`config.mk`:
```
export PLATFORM = sky130hd
export DESIGN_NAME = clsr_queue
export DESIGN_NICKNAME = d
export VERILOG_FILES = /design/src/hdl/clsr_pkg.sv /design/src/hdl/clsr_queue.sv
export SDC_FILE = /design/constraint.sdc
export NUM_CORES = 1
export LEC_CHECK = 0
export BUFFER_PORTS_ARGS = -buffer_cell sky130_fd_sc_hd__buf_2
export CORE_ASPECT_RATIO = 2
export CORE_UTILIZATION = 40
export DETAILED_ROUTE_END_ITERATION = 12
export SYNTH_ARGS = -nofsm -noshare
export SYNTH_HDL_FRONTEND = slang
export SYNTH_SLANG_ARGS = --single-unit
```
`constraint.sdc`:
```
create_clock -name clk -period 5.8 [get_ports clk]
set_input_delay 0.58 -clock clk [delete_from_list [all_inputs] [get_ports clk]]
set_output_delay 0.58 -clock clk [all_outputs]
set_load 0.01 [all_outputs]
```
`src/hdl/clsr_pkg.sv`:
```
// Package for the cubic/linear sample resampler: widths, opcodes, register indexes
// and the shared structs passed between the front end, queue and back end.
// No dependencies.
`timescale 1ns / 1ps
package clsr_pkg;

    localparam int STORE_DEPTH = 1024;
    localparam int ADDR_BITS   = 10;
    localparam int SAMPLE_BITS = 16;
    localparam int FRAC_BITS   = 16;
    localparam int SCOUNT_BITS = 11;
    localparam int DCOUNT_BITS = 16;
    localparam int NUM_BITS    = SCOUNT_BITS + DCOUNT_BITS;
    localparam int QUEUE_DEPTH = 4;
    localparam int QPTR_BITS   = 2;

    localparam logic OP_WRITE   = 1'b0;
    localparam logic OP_COMPUTE = 1'b1;

    localparam logic [1:0] REG_INTERP_MODE  = 2'd0;
    localparam logic [1:0] REG_SOURCE_COUNT = 2'd1;
    localparam logic [1:0] REG_DEST_COUNT   = 2'd2;

    // Item kinds handed from the front end to the back end.
    typedef enum logic [1:0] {
        KIND_WRITE,
        KIND_ERROR,
        KIND_SINGLE,
        KIND_INTERP
    } item_kind_t;

    typedef struct packed {
        item_kind_t             kind;
        logic [ADDR_BITS-1:0]   addr;
        logic [SAMPLE_BITS-1:0] sample;
        logic [NUM_BITS-1:0]    num;
    } front_item_t;

    typedef enum logic [1:0] {
        ST_IDLE,
        ST_DIV,
        ST_READ,
        ST_MATH
    } back_state_t;

endpackage

```
`src/hdl/clsr_queue.sv`:
```
// Short FIFO between the front end and the back end.
// Depends on clsr_pkg.
`timescale 1ns / 1ps
module clsr_queue
    import clsr_pkg::*;
(
    input  logic        clk,
    input  logic        rst_n,
    input  logic        wr_valid,
    output logic        wr_ready,
    input  front_item_t wr_item,
    output logic        rd_valid,
    input  logic        rd_ready,
    output front_item_t rd_item
);

    front_item_t            mem_reg [QUEUE_DEPTH];
    logic [QPTR_BITS-1:0]   wptr_reg;
    logic [QPTR_BITS-1:0]   rptr_reg;
    logic [QPTR_BITS:0]     count_reg;
    logic                   push;
    logic                   pop;

    assign wr_ready = count_reg != (QPTR_BITS+1)'(QUEUE_DEPTH);
    assign rd_valid = count_reg != '0;
    assign rd_item  = mem_reg[rptr_reg];
    assign push     = wr_valid && wr_ready;
    assign pop      = rd_valid && rd_ready;

    // Pointer and fill count.
    always_ff @(posedge clk or negedge rst_n)
    begin
        if (!rst_n)
        begin
            wptr_reg  <= '0;
            rptr_reg  <= '0;
            count_reg <= '0;
        end
        else
        begin
            if (push)
                wptr_reg <= wptr_reg + QPTR_BITS'(1);
            if (pop)
                rptr_reg <= rptr_reg + QPTR_BITS'(1);
            if (push && !pop)
                count_reg <= count_reg + (QPTR_BITS+1)'(1);
            else if (pop && !push)
                count_reg <= count_reg - (QPTR_BITS+1)'(1);
        end
    end

    always_ff @(posedge clk)
    begin
        if (push)
            mem_reg[wptr_reg] <= wr_item;
    end

endmodule

```
# [After elaboration in Yosys (flattened, before gate mapping)]
# Memory sizes are Yosys's and may differ from the RTL's.
# Index checks and enable logic that the tools add are counted.
[classes] addsub=4 mul=0 div_mod_pow=0 magnitude_cmp=0 eq_ne=1 n_shift=0 muxes=4 bitwise_logic=0 n_reduce_logical=8
[op_table] cell="$mux W3" n=2
[op_table] cell="$add A2 B1 Y2 const B" n=2
[op_table] cell="$logic_and A1 B1 Y1" n=4
[op_table] cell="$add A3 B1 Y3 const B" n=1
[op_table] cell="$ne A3 B3 Y1 const B" n=1
[op_table] cell="$reduce_bool A3 Y1" n=1
[op_table] cell="$sub A3 B1 Y3 const B" n=1
[op_table] cell="$logic_not A1 Y1" n=2
[op_table] cell="$mux W1" n=2
[op_table] cell="$reduce_bool A2 Y1" n=1
[totals] register_bits=7 latch_bits=0 ram_bits=220 mem_bits_ro=0 in_bits=59 out_inout_bits=57 elab_cells=21 mem_count=1
[memory_table] memory="mem_reg" words=4 word_bits=55 read_ports=1 rd_clocked_by_memory_dff=0 write_ports=1 line_no="clsr_queue.sv:17" source="front_item_t mem_reg [QUEUE_DEPTH];"

# [Logic depth before layout (Yosys ltp)]
[depth] ltp_word=6 depth_mapped=8 depth_no_buf=8

# [Worst setup path after synthesis]
# No wires, ideal clock.
[synth_timing] path_kind="input port to flip-flop" start="input port wr_valid" end="memory mem_reg[0][0] in the netlist's numbering (enable)" setup_ps=418 arrival_ps=2189 required_ps=5382 setup_slack_ps=3192 path_stages=2 path_buffers=0 cell_sequence="a21boi_2 -> and2_1"
[synth_via] elab_chain_cells=3
[synth_lines] element="start: declaration" line_no="clsr_queue.sv:9" source="input logic wr_valid,"
[synth_lines] element="$logic_and A1 B1 Y1" line_no="clsr_queue.sv:27" source="assign push = wr_valid && wr_ready;"
[synth_lines] element="$mux W1" line_no="clsr_queue.sv:54" source="if (push)"
[synth_lines] element="$mux W1 (not written as such)" line_no="clsr_queue.sv:55" source="mem_reg[wptr_reg] <= wr_item;"
[synth_lines] element="end: declaration" line_no="clsr_queue.sv:17"
# No other way between the ends.

==> impl_results.rst <==
.. list-table::
   :header-rows: 1

   * - Metric
     - Value
   * - Status
     - finished clean
   * - EDFF count, synth
     - 220
   * - XOR/XNOR Fraction of Synth Area
     - 0.6301%
   * - Sequential share of the synthesized area
     - 81.31%
   * - Top cells by count, synth
     - sky130_fd_sc_hd__edfxtp_1 (220), sky130_fd_sc_hd__mux4_2 (55), sky130_fd_sc_hd__dfrtp_1 (7)
   * - Kind of cell adding the most delay to the critical path
     - flip-flops
   * - Share of synthesized cell area in full adder, half adder and majority cells
     - 0.9901%
   * - Leakage power of the design
     - 3.382 nW
   * - Class of the tightest hold or removal check
     - input pin to register
   * - Share of final-layout standard cells stronger than drive strength 1
     - 46.37%
   * - Port bufs
     - 115
   * - Hold Path Origin
     - wr_item[27]
   * - DIE AREA
     - 0.02147 mm²
   * - Worst vdd rail ir drop
     - 0.0002982 V
   * - Maximum fanout along the worst path
     - 29
   * - Async SR Flop Fraction
     - 3.084%
   * - Period Utilization, post-route
     - 56.18%
   * - Hold Crit Depth
     - 1
   * - Simple-gate share of the synthesized area
     - 0.6151%
   * - Number of endpoints failing setup at the final stage
     - 0
   * - Number of buffers on the longest clock path
     - 3
   * - Setup TNS
     - 0 ps
   * - Number of synthesis warnings
     - 0
   * - Clock tree from TritonCTS
     - yes
   * - # Max-Cap Violations
     - 0
   * - Compound-cell area share of the yosys netlist
     - 0.1350%
   * - Total CTS buffers
     - 20
   * - Unrepaired setup endpoints after global routing
     - no
   * - Boundary pin count
     - 116
   * - Via count
     - 3683
   * - Number of nets in the final layout
     - 519
   * - Req. time, crit path
     - 5220 ps
   * - Cells traversed along the worst timing path
     - buf_4 -> mux4_2 -> buf_2
   * - Multiplexer share of the synthesized area
     - 15.12%
   * - Cell Rows
     - 74
   * - Fmax
     - 306.9 MHz
   * - Seq cells post-synth
     - 227
   * - Clock transition at path regs
     - 70 ps
   * - Net count of the mapped netlist
     - 387
   * - Total number of clock tree sinks
     - 227
   * - Half-perimeter wire length of the detailed placement result
     - 8700 µm
   * - Detailed-route wire length per cell
     - 20.16 µm
   * - Largest family of logic cells by synthesized area
     - multiplexers
   * - Slew Limit Headroom
     - 43.52%
   * - Initial cell density of the core
     - 40.76%
   * - Post-route standard cell area excluding fillers
     - 0.009905 mm²
   * - Crit path arrival time
     - 2680 ps
   * - Worst Clk Skew
     - 5.522 ps
   * - Cell area after placement
     - 0.009215 mm²
   * - Max-slew violation total from the final report
     - 0
   * - Initial antenna violation count
     - 2
   * - Vias per inst
     - 5.004
   * - Most used flip-flop cell after synthesis
     - sky130_fd_sc_hd__edfxtp_1
   * - Slew @ Worst Pin
     - 847.3 ps
   * - Buffers & Inverters on Critical Path
     - 2
   * - Worst reg-to-reg path cell count
     - 4
   * - First drt pass iteration count
     - 4
   * - Final worst hold slack
     - 296.9 ps
   * - Final worst path period need
     - 3259 ps
   * - Die Wd
     - 104.1 µm
   * - Clock root buffer
     - sky130_fd_sc_hd__clkbuf_16
   * - Post-layout instance count excluding filler cells
     - 736
   * - Slowest stage cell on the critical path
     - sky130_fd_sc_hd__dfrtp_4
   * - Buffer count from post-CTS setup fixing
     - 0
   * - Launch point of the worst reg-to-reg path
     - count_reg[0]
   * - RD Place Congestion
     - 0.7010
   * - Detailed-route wire length
     - 14840 µm
   * - Top-area cell type share of the netlist area
     - 79.21%
   * - Max H-tree Level
     - 1
   * - Mapped Area
     - 0.008340 mm²
   * - Worst reg2reg path endpoint
     - mem_reg[2][30]
   * - Placed cell count
     - 697
   * - Synthesized instance count
     - 322
   * - Hold endpoint
     - mem_reg[0][27]
   * - Latest clock arrival within the worst-skew pair
     - 490 ps
   * - Number of global-route vias before repair
     - 4104
   * - CP Class
     - register to output pin
   * - Most instantiated library cell after synthesis
     - sky130_fd_sc_hd__edfxtp_1
   * - Post-route DRC violation count
     - 0
   * - Flop-to-flop setup slack
     - 3360 ps
   * - Post-synth cell types
     - 19
   * - Remaining antenna violation count
     - 0
   * - Endpoint type of the worst setup path
     - output pin
   * - Flip-flop count of the largest register after layout
     - 220
   * - Core area
     - 0.02046 mm²
   * - Power Density
     - 509.9 mW/mm²
   * - Delay of the slowest critical-path stage
     - 800 ps
   * - Tot GR Track Use
     - 14.34%
   * - Cell types occupying the most area after synthesis
     - sky130_fd_sc_hd__edfxtp_1 (79%), sky130_fd_sc_hd__mux4_2 (15%), sky130_fd_sc_hd__dfrtp_1 (2.1%)
   * - Post-synthesis to final-layout area growth
     - 18.75%
   * - Mean post-synth cell area
     - 25.90 µm²
   * - Detailed Route Iter0 Violations
     - 167
   * - Grt ovf
     - 0
   * - Type of element launching the critical path
     - register
   * - Number of endpoints with negative hold slack in the final report
     - 0
   * - Die Height
     - 206.2 µm
   * - First-pass GRT wire length
     - 22850 µm
   * - Largest net degree at the start of global routing
     - 57
   * - Dominant cell type by area after synthesis
     - sky130_fd_sc_hd__edfxtp_1
## metal layers
metal | track usage [%] | share of wire (%) | vias up
met5 | 0 | 0 | -
met2 | 26.19 | 55 | 100
met1 | 16.31 | 38 | 1915
met4 | 7.194 | 3.8 | 0
li1 | - | - | 1638
met3 | 2.113 | 3.6 | 30
## cell type report
cell class / instances / area, µm²
clock buffers: 23 / 533.0
multi-input cells: 80 / 1464
repair buffers: 122 / 630.6
diodes: 2 / 5.005
flip-flops and latches: 227 / 6787
inverters: 3 / 11.26
well taps: 266 / 332.8
clock inverters: 13 / 141.4
fillers: 1680 / 10560
## stage by stage
step                      setup slack (ps)  utilization (%)  power [mW]
after floorplan                       3192                -       3.275
after global placement                2901            45.03       3.760
after detailed placement              2903            45.03       3.804
after CTS                             2362            48.38       5.168
after global routing                  2298            48.40       5.314
final                                 2541            48.40       5.050
## cells in the final DEF (no fill, tap or decap)
| cell type | count |
|---|---|
| sky130_fd_sc_hd__edfxtp_1 | 220 |
| sky130_fd_sc_hd__buf_2 | 115 |
| sky130_fd_sc_hd__mux4_2 | 55 |
| sky130_fd_sc_hd__clkbuf_16 | 21 |
| sky130_fd_sc_hd__clkinv_2 | 7 |
| sky130_fd_sc_hd__buf_4 | 6 |
| sky130_fd_sc_hd__ha_1 | 5 |
| sky130_fd_sc_hd__dfrtp_1 | 5 |
| sky130_fd_sc_hd__and2_2 | 4 |
| sky130_fd_sc_hd__xnor2_1 | 4 |
| sky130_fd_sc_hd__inv_1 | 3 |
| sky130_fd_sc_hd__bufinv_16 | 3 |
| sky130_fd_sc_hd__diode_2 | 2 |
| sky130_fd_sc_hd__nor2_1 | 2 |
| sky130_fd_sc_hd__nand2_1 | 2 |
| sky130_fd_sc_hd__mux2_2 | 2 |
| sky130_fd_sc_hd__xor2_1 | 2 |
| sky130_fd_sc_hd__clkinv_1 | 2 |
| sky130_fd_sc_hd__clkbuf_1 | 2 |
| sky130_fd_sc_hd__a21boi_2 | 1 |
| sky130_fd_sc_hd__or3_1 | 1 |
| sky130_fd_sc_hd__nand3_1 | 1 |
| sky130_fd_sc_hd__fa_1 | 1 |
| sky130_fd_sc_hd__clkinv_4 | 1 |
| sky130_fd_sc_hd__dlygate4sd3_1 | 1 |
| sky130_fd_sc_hd__dfrtp_4 | 1 |
| sky130_fd_sc_hd__dfrtp_2 | 1 |
## report_power, final
part	switching, mW	total [mW]	internal [mW]
Combinational	0.731	1.39	0.657
Clock	0.557	1.35	0.795
Sequential	0.137	2.31	2.17
Total	1.43	5.05	3.63
## kinds of logic (layout without fill, tap and decap cells)
group                    Yosys count  count (layout)
AO/OA/AOI/OAI                      1               1
XOR/XNOR                           6               6
adder cells (fa/ha/maj)            6               6
buffers and inverters             15             161
flip-flops                       227             227
multiplexers                      57              57
other                              0               2
AND/OR/NAND/NOR                   10              10
## how the worst max path moves through the flow
stage                            from       endpoint  slack (ps)  depth (start not counted)
final                     rptr_reg[0]    rd_item[31]        2540                          3
after CTS                 rptr_reg[0]    rd_item[24]        2360                          3
after floorplan              wr_valid  mem_reg[0][0]        3190                          2
after detailed placement  rptr_reg[0]     rd_item[5]        2900                          3
after global placement    rptr_reg[0]    rd_item[24]        2900                          3
after global routing      rptr_reg[0]    rd_item[24]        2300                          3
## repair_timing
| item | CTS | global route |
|---|---|---|
| hold endpoints to repair | 7 | 0 |
| resized for setup | 0 | 0 |
| hold buffers | 1 | 0 |
No activity file was read; power rests on OpenSTA's default activity.
