--- src/hdl/clsr_pkg.sv ---
// Package for the cubic/linear sample resampler: widths, opcodes, register indexes
// and the shared structs passed between the front end, queue and back end.
// No dependencies.
`timescale 1ns / 1ps
package clsr_pkg;

    localparam int STORE_DEPTH = 1024;
    localparam int ADDR_BITS   = 10;
    localparam int SAMPLE_BITS = 16;
    localparam int FRAC_BITS   = 16;
    localparam int SCOUNT_BITS = 11;
    localparam int DCOUNT_BITS = 16;
    localparam int NUM_BITS    = SCOUNT_BITS + DCOUNT_BITS;
    localparam int QUEUE_DEPTH = 4;
    localparam int QPTR_BITS   = 2;

    localparam logic OP_WRITE   = 1'b0;
    localparam logic OP_COMPUTE = 1'b1;

    localparam logic [1:0] REG_INTERP_MODE  = 2'd0;
    localparam logic [1:0] REG_SOURCE_COUNT = 2'd1;
    localparam logic [1:0] REG_DEST_COUNT   = 2'd2;

    // Item kinds handed from the front end to the back end.
    typedef enum logic [1:0] {
        KIND_WRITE,
        KIND_ERROR,
        KIND_SINGLE,
        KIND_INTERP
    } item_kind_t;

    typedef struct packed {
        item_kind_t             kind;
        logic [ADDR_BITS-1:0]   addr;
        logic [SAMPLE_BITS-1:0] sample;
        logic [NUM_BITS-1:0]    num;
    } front_item_t;

    typedef enum logic [1:0] {
        ST_IDLE,
        ST_DIV,
        ST_READ,
        ST_MATH
    } back_state_t;

endpackage

--- src/hdl/clsr_front.sv ---
// Front end: accepts input transactions, classifies them and computes the
// position numerator out_index*(S-1). Depends on clsr_pkg.
`timescale 1ns / 1ps
module clsr_front
    import clsr_pkg::*;
(
    input  logic                   clk,
    input  logic                   rst_n,
    input  logic                   in_valid,
    output logic                   in_ready,
    input  logic                   opcode,
    input  logic [ADDR_BITS-1:0]   write_address,
    input  logic [SAMPLE_BITS-1:0] write_sample,
    input  logic [DCOUNT_BITS-1:0] out_index,
    input  logic [SCOUNT_BITS-1:0] s_eff,
    input  logic [DCOUNT_BITS-1:0] dest_count,
    output logic                   item_valid,
    input  logic                   item_ready,
    output front_item_t            item
);

    logic        valid_reg;
    front_item_t item_reg;
    front_item_t item_next;

    assign in_ready   = !valid_reg || item_ready;
    assign item_valid = valid_reg;
    assign item       = item_reg;

    // Classify the item and form the numerator.
    always_comb
    begin
        item_next.addr   = write_address;
        item_next.sample = write_sample;
        item_next.num    = NUM_BITS'(out_index) * NUM_BITS'(s_eff - SCOUNT_BITS'(1));
        if (opcode == OP_WRITE)
            item_next.kind = KIND_WRITE;
        else if (s_eff == '0 || dest_count == '0 || out_index >= dest_count)
            item_next.kind = KIND_ERROR;
        else if (s_eff == SCOUNT_BITS'(1) || dest_count == DCOUNT_BITS'(1))
            item_next.kind = KIND_SINGLE;
        else
            item_next.kind = KIND_INTERP;
    end

    // Output register of the front end.
    always_ff @(posedge clk or negedge rst_n)
    begin
        if (!rst_n)
            valid_reg <= 1'b0;
        else if (in_ready)
            valid_reg <= in_valid;
    end

    always_ff @(posedge clk)
    begin
        if (in_valid && in_ready)
            item_reg <= item_next;
    end

endmodule

--- config.mk ---
export PLATFORM = sky130hd
export DESIGN_NAME = clsr_front
export DESIGN_NICKNAME = d
export VERILOG_FILES = /design/src/hdl/clsr_pkg.sv /design/src/hdl/clsr_front.sv
export SDC_FILE = /design/constraint.sdc
export NUM_CORES = 1
export LEC_CHECK = 0
export BUFFER_PORTS_ARGS = -buffer_cell sky130_fd_sc_hd__buf_2
export CAP_MARGIN = 10
export CORE_ASPECT_RATIO = 2
export CORE_MARGIN = 3
export CORE_UTILIZATION = 60
export DETAILED_ROUTE_END_ITERATION = 6
export PLACE_DENSITY = 0.94
export SLEW_MARGIN = 25
export SYNTH_ARGS = -nofsm -noshare
export SYNTH_HDL_FRONTEND = slang
export SYNTH_SLANG_ARGS = --single-unit
--- constraint.sdc ---
create_clock -name clk -period 2.7 [get_ports clk]
set_input_delay 0.135 -clock clk [delete_from_list [all_inputs] [get_ports clk]]
set_output_delay 0.135 -clock clk [all_outputs]
set_load 0.02 [all_outputs]
### Word-level counts from Yosys, hierarchy flattened

Cells that the tools add are included.

* bits in registers: 56
* bits of input ports: 74
* output and inout bits: 57
* word-level logic and storage cells: 23

* add/subtract/negate cells: 1
* $mul: 1
* magnitude comparators: 1
* equality and inequality tests: 2
* mux-type cells: 2
* bitwise logic cells: 1
* reduce and logical (&&, ||, !) cells: 9

Operators by type and width (count)
* multiplier 17 x 12 -> 27 bit: 1
* == test 16 x 1 -> 1 bit, second input constant: 1
* greater-or-equal comparator 16 bit: 1
* logical NOT 16 bit: 1
* subtractor 11 x 1 -> 12 bit, second input constant: 1
* == test 11 x 1 -> 1 bit, second input constant: 1
* logical NOT 11 bit: 1
* logical OR 1 bit: 4
* two-way mux 1 bit: 2
* OR reduction 2 bit: 1
* logical AND 1 bit: 1
* logical NOT 1 bit: 1
* inverter 1 bit: 1

### Longest topological paths before layout

Gate-level depths: netlist (run 1).

* depth in word-level cells: 4
* depth in mapped cells: 26

### Worst setup path after synthesis (run 1)

No wires, ideal clock.

* path type: in2reg
* from: input port s_eff[0]
* to: register item_reg, in the netlist item[23] (data pin)
* setup time: 0.256 ns
* arrival: 6.089 ns
* required time: 2.444 ns
* setup slack: -3.645 ns
* stages on the path: 24
* buffers on the path: 2
* cell sequence: inv_1 -> clkbuf_1 -> ha_1 -> nand2_1 -> nor3_1 -> nand2_1 -> xnor2_1 -> buf_2 -> nand2_1 -> fa_1 -> inv_1 -> fa_1 -> fa_1 -> fa_1 -> inv_1 -> fa_1 -> inv_1 -> ha_1 -> a21o_1 -> a21oi_1 -> o21ai_0 -> a41o_1 -> or4_1 -> and4_1

RTL lines
* start, declared: line clsr_front.sv:15 `input logic [SCOUNT_BITS-1:0] s_eff,`
* end signal, assigned: line clsr_front.sv:58 `item_reg <= item_next;`
* end, declared: line clsr_front.sv:23 `front_item_t item_reg;`

==> impl_metrics.yaml, run 1 <==
status:
  status: "finished with violations"
  violations: "design-rule violations, negative hold slack, negative setup slack"
clock_network:
  insertion_delay_ns: 0.32
  htreeDepth: 2
  cts_buffers: 5
  numClockSinks: 56
  clk_pin_slew_worst_paths_ns: 0.08
  ctsLongestPathBuffers: 2
  cts_tree: "yes"
  cts-root-buf: "clkbuf_16"
setup_path:
  criticalPathCategory: "in2reg"
  worstPathCellList: "buf_6 -> or4_4 -> buf_4 -> nor4_4 -> xor2_1 -> buf_6 -> buf_4 -> nand2_2 -> fa_2 -> inv_1 -> fa_1 -> fa_2 -> inv_2 -> fa_1 -> fa_1 -> inv_2 -> ha_4 -> o21a_1 -> o21ai_2 -> a31oi_4 -> a41o_1 -> or4_1 -> and4_1"
  critPathMaxStageDelay_ns: 0.63
  critPathLaunchType: "primary input"
  cp_slowest_cell: "fa_2"
  arrival_ns: 6.27
  crit_fanout: 8
  crit_family: "adder cells"
  cp.required_ns: 2.79
  r2r_setup_slack_ns: 1.19
  end_kind: "register"
  cp_num_buf_inv: 7
  crit_top_cell: "fa_1"
final_layout:
  final_common_cell: "inv_1"
  design_area_mm2: 0.01186
  fillers: 640
  largest_reg_flops: 55
  layout.cells.non_filler: 1375
  multiInputGateArea_mm2: 0.006909
  final_core_util_pct: 84.91
  areaGrowthSynthToFinish_pct: 37.28
  drive_above_1_share_pct: 37.16
  regArea_mm2: 0.001677
  layout_common_cells: "inv_1, buf_4, fa_1, buf_2, nand2_1"
  nets: 1491
sta:
  max_slew_margin_pct: 59.87
  fin_crit_sh_pct: 229.0
  worst_pin_slew_ns: 0.5957
  whs_ns: -0.01412
  maxSlewViolCount: 0
  finalCriticalPeriod_ns: 6.182
  finalHoldViolCount: 17
  rsz0062_at_grt: "yes"
  setup_viol: 23
  clock_skew_ns: 0.007848
  setup_ws_ns: -3.482
  fmax_mhz: 161.8
place:
  pre_cts_slack_ns: -3.562
  dp_hpwl_mm: 20.61
  place_congestion: 0.9904
  placed_cell_area_mm2: 0.01069
  place_inst: 1322
  io_buffer_count: 130
yosys:
  syn_inst: 904
  syn_nets: 1212
  syn-cell-area_mm2: 0.008640
  yosysWarnings: 0
  ys.flop_type: "edfxtp_1"
  ys_types: 52
  ys_seq_area_share_pct: 19.41
  synth_edf_count: 55
  async_flop_share_pct: 1.786
  synth.avg_cell_area_um2: 9.557
  netlist.area_leader.share_pct: 32.67
  ys_seq_elements: 56
  yosysTopAreaCell: "fa_1"
  synth_area_leaders: "fa_1, edfxtp_1, ha_1, inv_1, nand2_1"
grt:
  grt_max_degree: 46
  grt-ovfl-total: 0
  grt_pass1_vias: 9510
  grt_first_pass_wirelength_mm: 49.74
  grt_util_all_layers_pct: 41.96
  antenna_found_initial: 3
power:
  ir_drop_mv: 1.858
  p_leak_nw: 5.859
  power.density_mw_per_mm2: 1466
floorplanning:
  die_w_um: 90.85
  core_mm2: 0.01397
  dieArea_mm2: 0.01596
  rows: 61
  start_util_pct: 61.86
  die_h_um: 175.7
  io_pins: 131
drt:
  first_pass_iters: 7
  wl_per_cell_um: 26.86
  viasPerCell: 6.435
  vias: 8848
  drc: 22
  routed_wl_mm: 36.94
  drtIter0Drc: 1116
  ant_nets: 0
flow_run:
  cap_violations: 0
worst_hold_path:
  min_path_type: "in2reg"
==> worst reg2reg max path, delay by kind of cell (launching register included) <==
kind,cells,cell delay (ns)
and+or+nand+nor,2,0.48
buffers and inverters,1,0.28
DFF,1,0.39
==> Yosys cell counts (all sizes together), types with 2 or more instances <==
master / count
nand3: 6
fa: 141
and2: 33
a211oi: 2
nor2b: 35
a21o: 8
or4: 2
a41oi: 2
nor2: 39
buf: 5
and4: 2
nor4: 6
ha: 93
o21a: 6
a21oi: 23
or2: 2
nand2b: 22
edfxtp: 55
o21ai: 15
xor2: 11
a21boi: 2
xnor2: 17
nand2: 114
nor3: 5
nand4: 4
a31oi: 3
inv: 210
clkbuf: 24
==> repair_timing <==
| action | 4_1_cts | 5_1_grt |
|---|---|---|
| hold endpoints to repair | 5 | 0 |
| pin swaps | 46 | 59 |
| setup buffers | 23 | 19 |
| hold buffers | 5 | 0 |
| setup endpoints to repair | 23 | 24 |
| gates resized for setup | 72 | 81 |
==> power breakdown <==
group          internal [mW]  switching (mW)
Combinational           6.88            8.18
Sequential              1.55          0.0506
Clock                  0.353           0.371
Total                   8.78            8.60
==> path summary, 6_finish.rpt <==
check                                  from         end  cells after the start
setup reg to reg                 item_valid    item[22]                      3
setup / recovery                   s_eff[3]    item[23]                     23
min in group asynchronous             rst_n  item_valid                      2
hold reg to reg                  item_valid  item_valid                      2
hold / removal             write_sample[15]    item[42]                      1
max in group asynchronous             rst_n  item_valid                      2
==> through the flow <==
stage / setup TNS (ns) / total power, mW
after floorplan: -52.37 / 8.465
after global placement: -61.69 / 11.66
after detailed placement: -66.17 / 12.21
after CTS: -55.99 / 14.29
after global routing: -64.69 / 18.20
final: -63.69 / 17.38
==> per-layer routing <==
| layer | part of all wire, % | vias up | track usage (%) |
|---|---|---|---|
| met1 | 27 | 4072 | 38.92 |
| met5 | 0 | - | 0.9615 |
| met4 | 14 | 0 | 41.56 |
| li1 | - | 3335 | - |
| met3 | 11 | 475 | 11.23 |
| met2 | 48 | 966 | 71.58 |
==> final cells by class <==
class | instances | share of cell area, %
antenna | 2 | 0.04220
multi-input combinational | 609 | 58.26
sequential | 56 | 14.14
clock inverter | 3 | 0.2215
clock buffer | 5 | 1.055
timing repair buffer | 301 | 17.52
inverter | 210 | 6.773
tap | 189 | 1.994
==> kinds of logic after synthesis <==
group	count (synthesis)	share of synthesized area, %
xor gates and xnor gates	28	2.838
adders and majority gates	234	46.14
and+or+nand+nor	274	15.74
muxes	1	0.1159
AOI/OAI and AO/OA	72	5.257
DFF	56	19.41
buffers and inverters	239	10.50
Note: power is estimated with default switching activity, not from simulation.
==> run 2: changes to the inputs <==
Settings changed: RECOVER_POWER from default to 50.
==> impl_metrics.yaml, run 2 (synthesis results as in run 1) <==
status:
  status: "finished with violations"
  violations: "design-rule violations, negative hold slack, negative setup slack"
grt:
  grt_util_all_layers_pct: 41.96
  grt_pass1_vias: 9510
  grt_first_pass_wirelength_mm: 49.74
  grt_max_degree: 46
  antenna_found_initial: 3
  grt-ovfl-total: 0
final_layout:
  nets: 1491
  final_core_util_pct: 84.49
  largest_reg_flops: 55
  design_area_mm2: 0.01180
  layout_common_cells: "inv_1, buf_4, fa_1"
  fillers: 666
  areaGrowthSynthToFinish_pct: 36.60
  drive_above_1_share_pct: 33.36
  final_common_cell: "inv_1"
  layout.cells.non_filler: 1375
drt:
  wl_per_cell_um: 26.98
  drtIter0Drc: 1067
  ant_nets: 0
  first_pass_iters: 7
  vias: 8885
  viasPerCell: 6.462
  drc: 7
  routed_wl_mm: 37.10
sta:
  max_slew_margin_pct: 61.11
  finalHoldViolCount: 19
  fin_crit_sh_pct: 228.1
  maxSlewViolCount: 0
  clock_skew_ns: 0.009873
  worst_pin_slew_ns: 0.5772
  finalCriticalPeriod_ns: 6.159
  setup_ws_ns: -3.459
  rsz0062_at_grt: "yes"
  whs_ns: -0.01619
  fmax_mhz: 162.4
  setup_viol: 23
floorplanning:
  die_h_um: 175.7
  die_w_um: 90.85
  io_pins: 131
  dieArea_mm2: 0.01596
  start_util_pct: 61.86
  rows: 61
  core_mm2: 0.01397
power:
  total_power_mw: 17.37
  pwr-share-seq_pct: 9.2
  p_leak_nw: 5.733
  p_sw_mw: 8.635
  swShare_pct: 49.70
  ir_drop_mv: 1.877
  power.density_mw_per_mm2: 1472
  combPwrFrac_pct: 86.6
  clkPwrFrac_pct: 4.2
  p_int_mw: 8.739
setup_path:
  criticalPathCategory: "in2reg"
  arrival_ns: 6.25
  rr_worst_depth: 3
  end_kind: "register"
  critPathLaunchType: "primary input"
  cp.required_ns: 2.79
  crit_fanout: 8
clock_network:
  ctsLongestPathBuffers: 2
  clk_pin_slew_worst_paths_ns: 0.09
  cts-root-buf: "clkbuf_16"
  insertion_delay_ns: 0.32
  cts_buffers: 5
  htreeDepth: 2
  cts_tree: "yes"
  numClockSinks: 56
place:
  io_buffer_count: 130
  place_congestion: 0.9904
  placed_cell_area_mm2: 0.01069
  place_inst: 1322
  dp_hpwl_mm: 20.61
flow_run:
  cap_violations: 0
worst_hold_path:
  hold_depth: 1
  min_path_type: "in2reg"
## run 2: changes by cell type in the layout (fill, tap and decap cells not counted)
cell and delta:
buf_4 -1, buf_2 -44, clkbuf_1 +45
## run 2: power groups by stage
stage | registers, mW | clock network, mW | logic, mW
after detailed placement | 1.61 | 0 | 10.6
after floorplan | 1.89 | 0 | 6.58
after CTS | 1.60 | 0.708 | 12.0
after global routing | 1.62 | 0.746 | 15.8
after global placement | 1.61 | 0 | 10.0
final | 1.60 | 0.728 | 15.0
## run 2: final cells by class
type | count | area [um^2] | area share (%)
timing repair buffer | 301 | 2019 | 17.11
inverter | 210 | 803.3 | 6.807
clock inverter | 3 | 26.28 | 0.2226
clock buffer | 5 | 125.1 | 1.060
antenna | 2 | 5.005 | 0.04241
tap | 189 | 236.5 | 2.004
multi-input combinational | 609 | 6909 | 58.55
sequential | 56 | 1677 | 14.21
## run 2: worst paths after layout
kind / from / end / slack, ns
min in group asynchronous: rst_n / item_valid / 0.12
max in group asynchronous: rst_n / item_valid / 2.49
worst max-delay path: s_eff[3] / item[23] / -3.46
worst min-delay path: write_sample[15] / item[42] / -0.02
worst max register to register: item_valid / item[45] / 1.18
worst min register to register: item_valid / item_valid / 0.59
## run 2: through the flow
stage	TNS [ns]	setup slack (ns)
floorplan	-52.37	-3.071
global placement	-61.69	-3.344
detailed placement	-66.17	-3.562
CTS	-55.99	-3.123
global route	-64.69	-3.526
finish	-63.34	-3.459
## run 2: critical path, cell delays in order
cell and delay [ns]:
buf_6 0.09, or4_4 0.58, buf_4 0.17, nor4_4 0.14, xor2_1 0.24, buf_6 0.19, buf_4 0.15, nand2_2 0.13
fa_2 0.36, inv_1 0.22, fa_1 0.50, fa_2 0.63, inv_2 0.05, fa_1 0.47, fa_1 0.56, inv_2 0.07
ha_4 0.22, o21a_1 0.21, o21ai_2 0.18, a31oi_4 0.06, a41o_1 0.25, or4_1 0.46, and4_1 0.15
## run 2: layer usage
metal,track usage (%),up-vias,wire [um]
met3,11.23,486,4258
met4,41.56,0,5342
li1,-,3331,-
met5,0.9615,-,0
met2,71.58,953,17600
met1,38.92,4115,9904
## run 2: repair_timing
action                                  CTS  global route
hold buffers                              5             0
pin swaps                                46            59
endpoints found under the hold margin     5             0
endpoints found under the setup margin   23            24
resized for setup                        72            81
setup buffers                            23            19
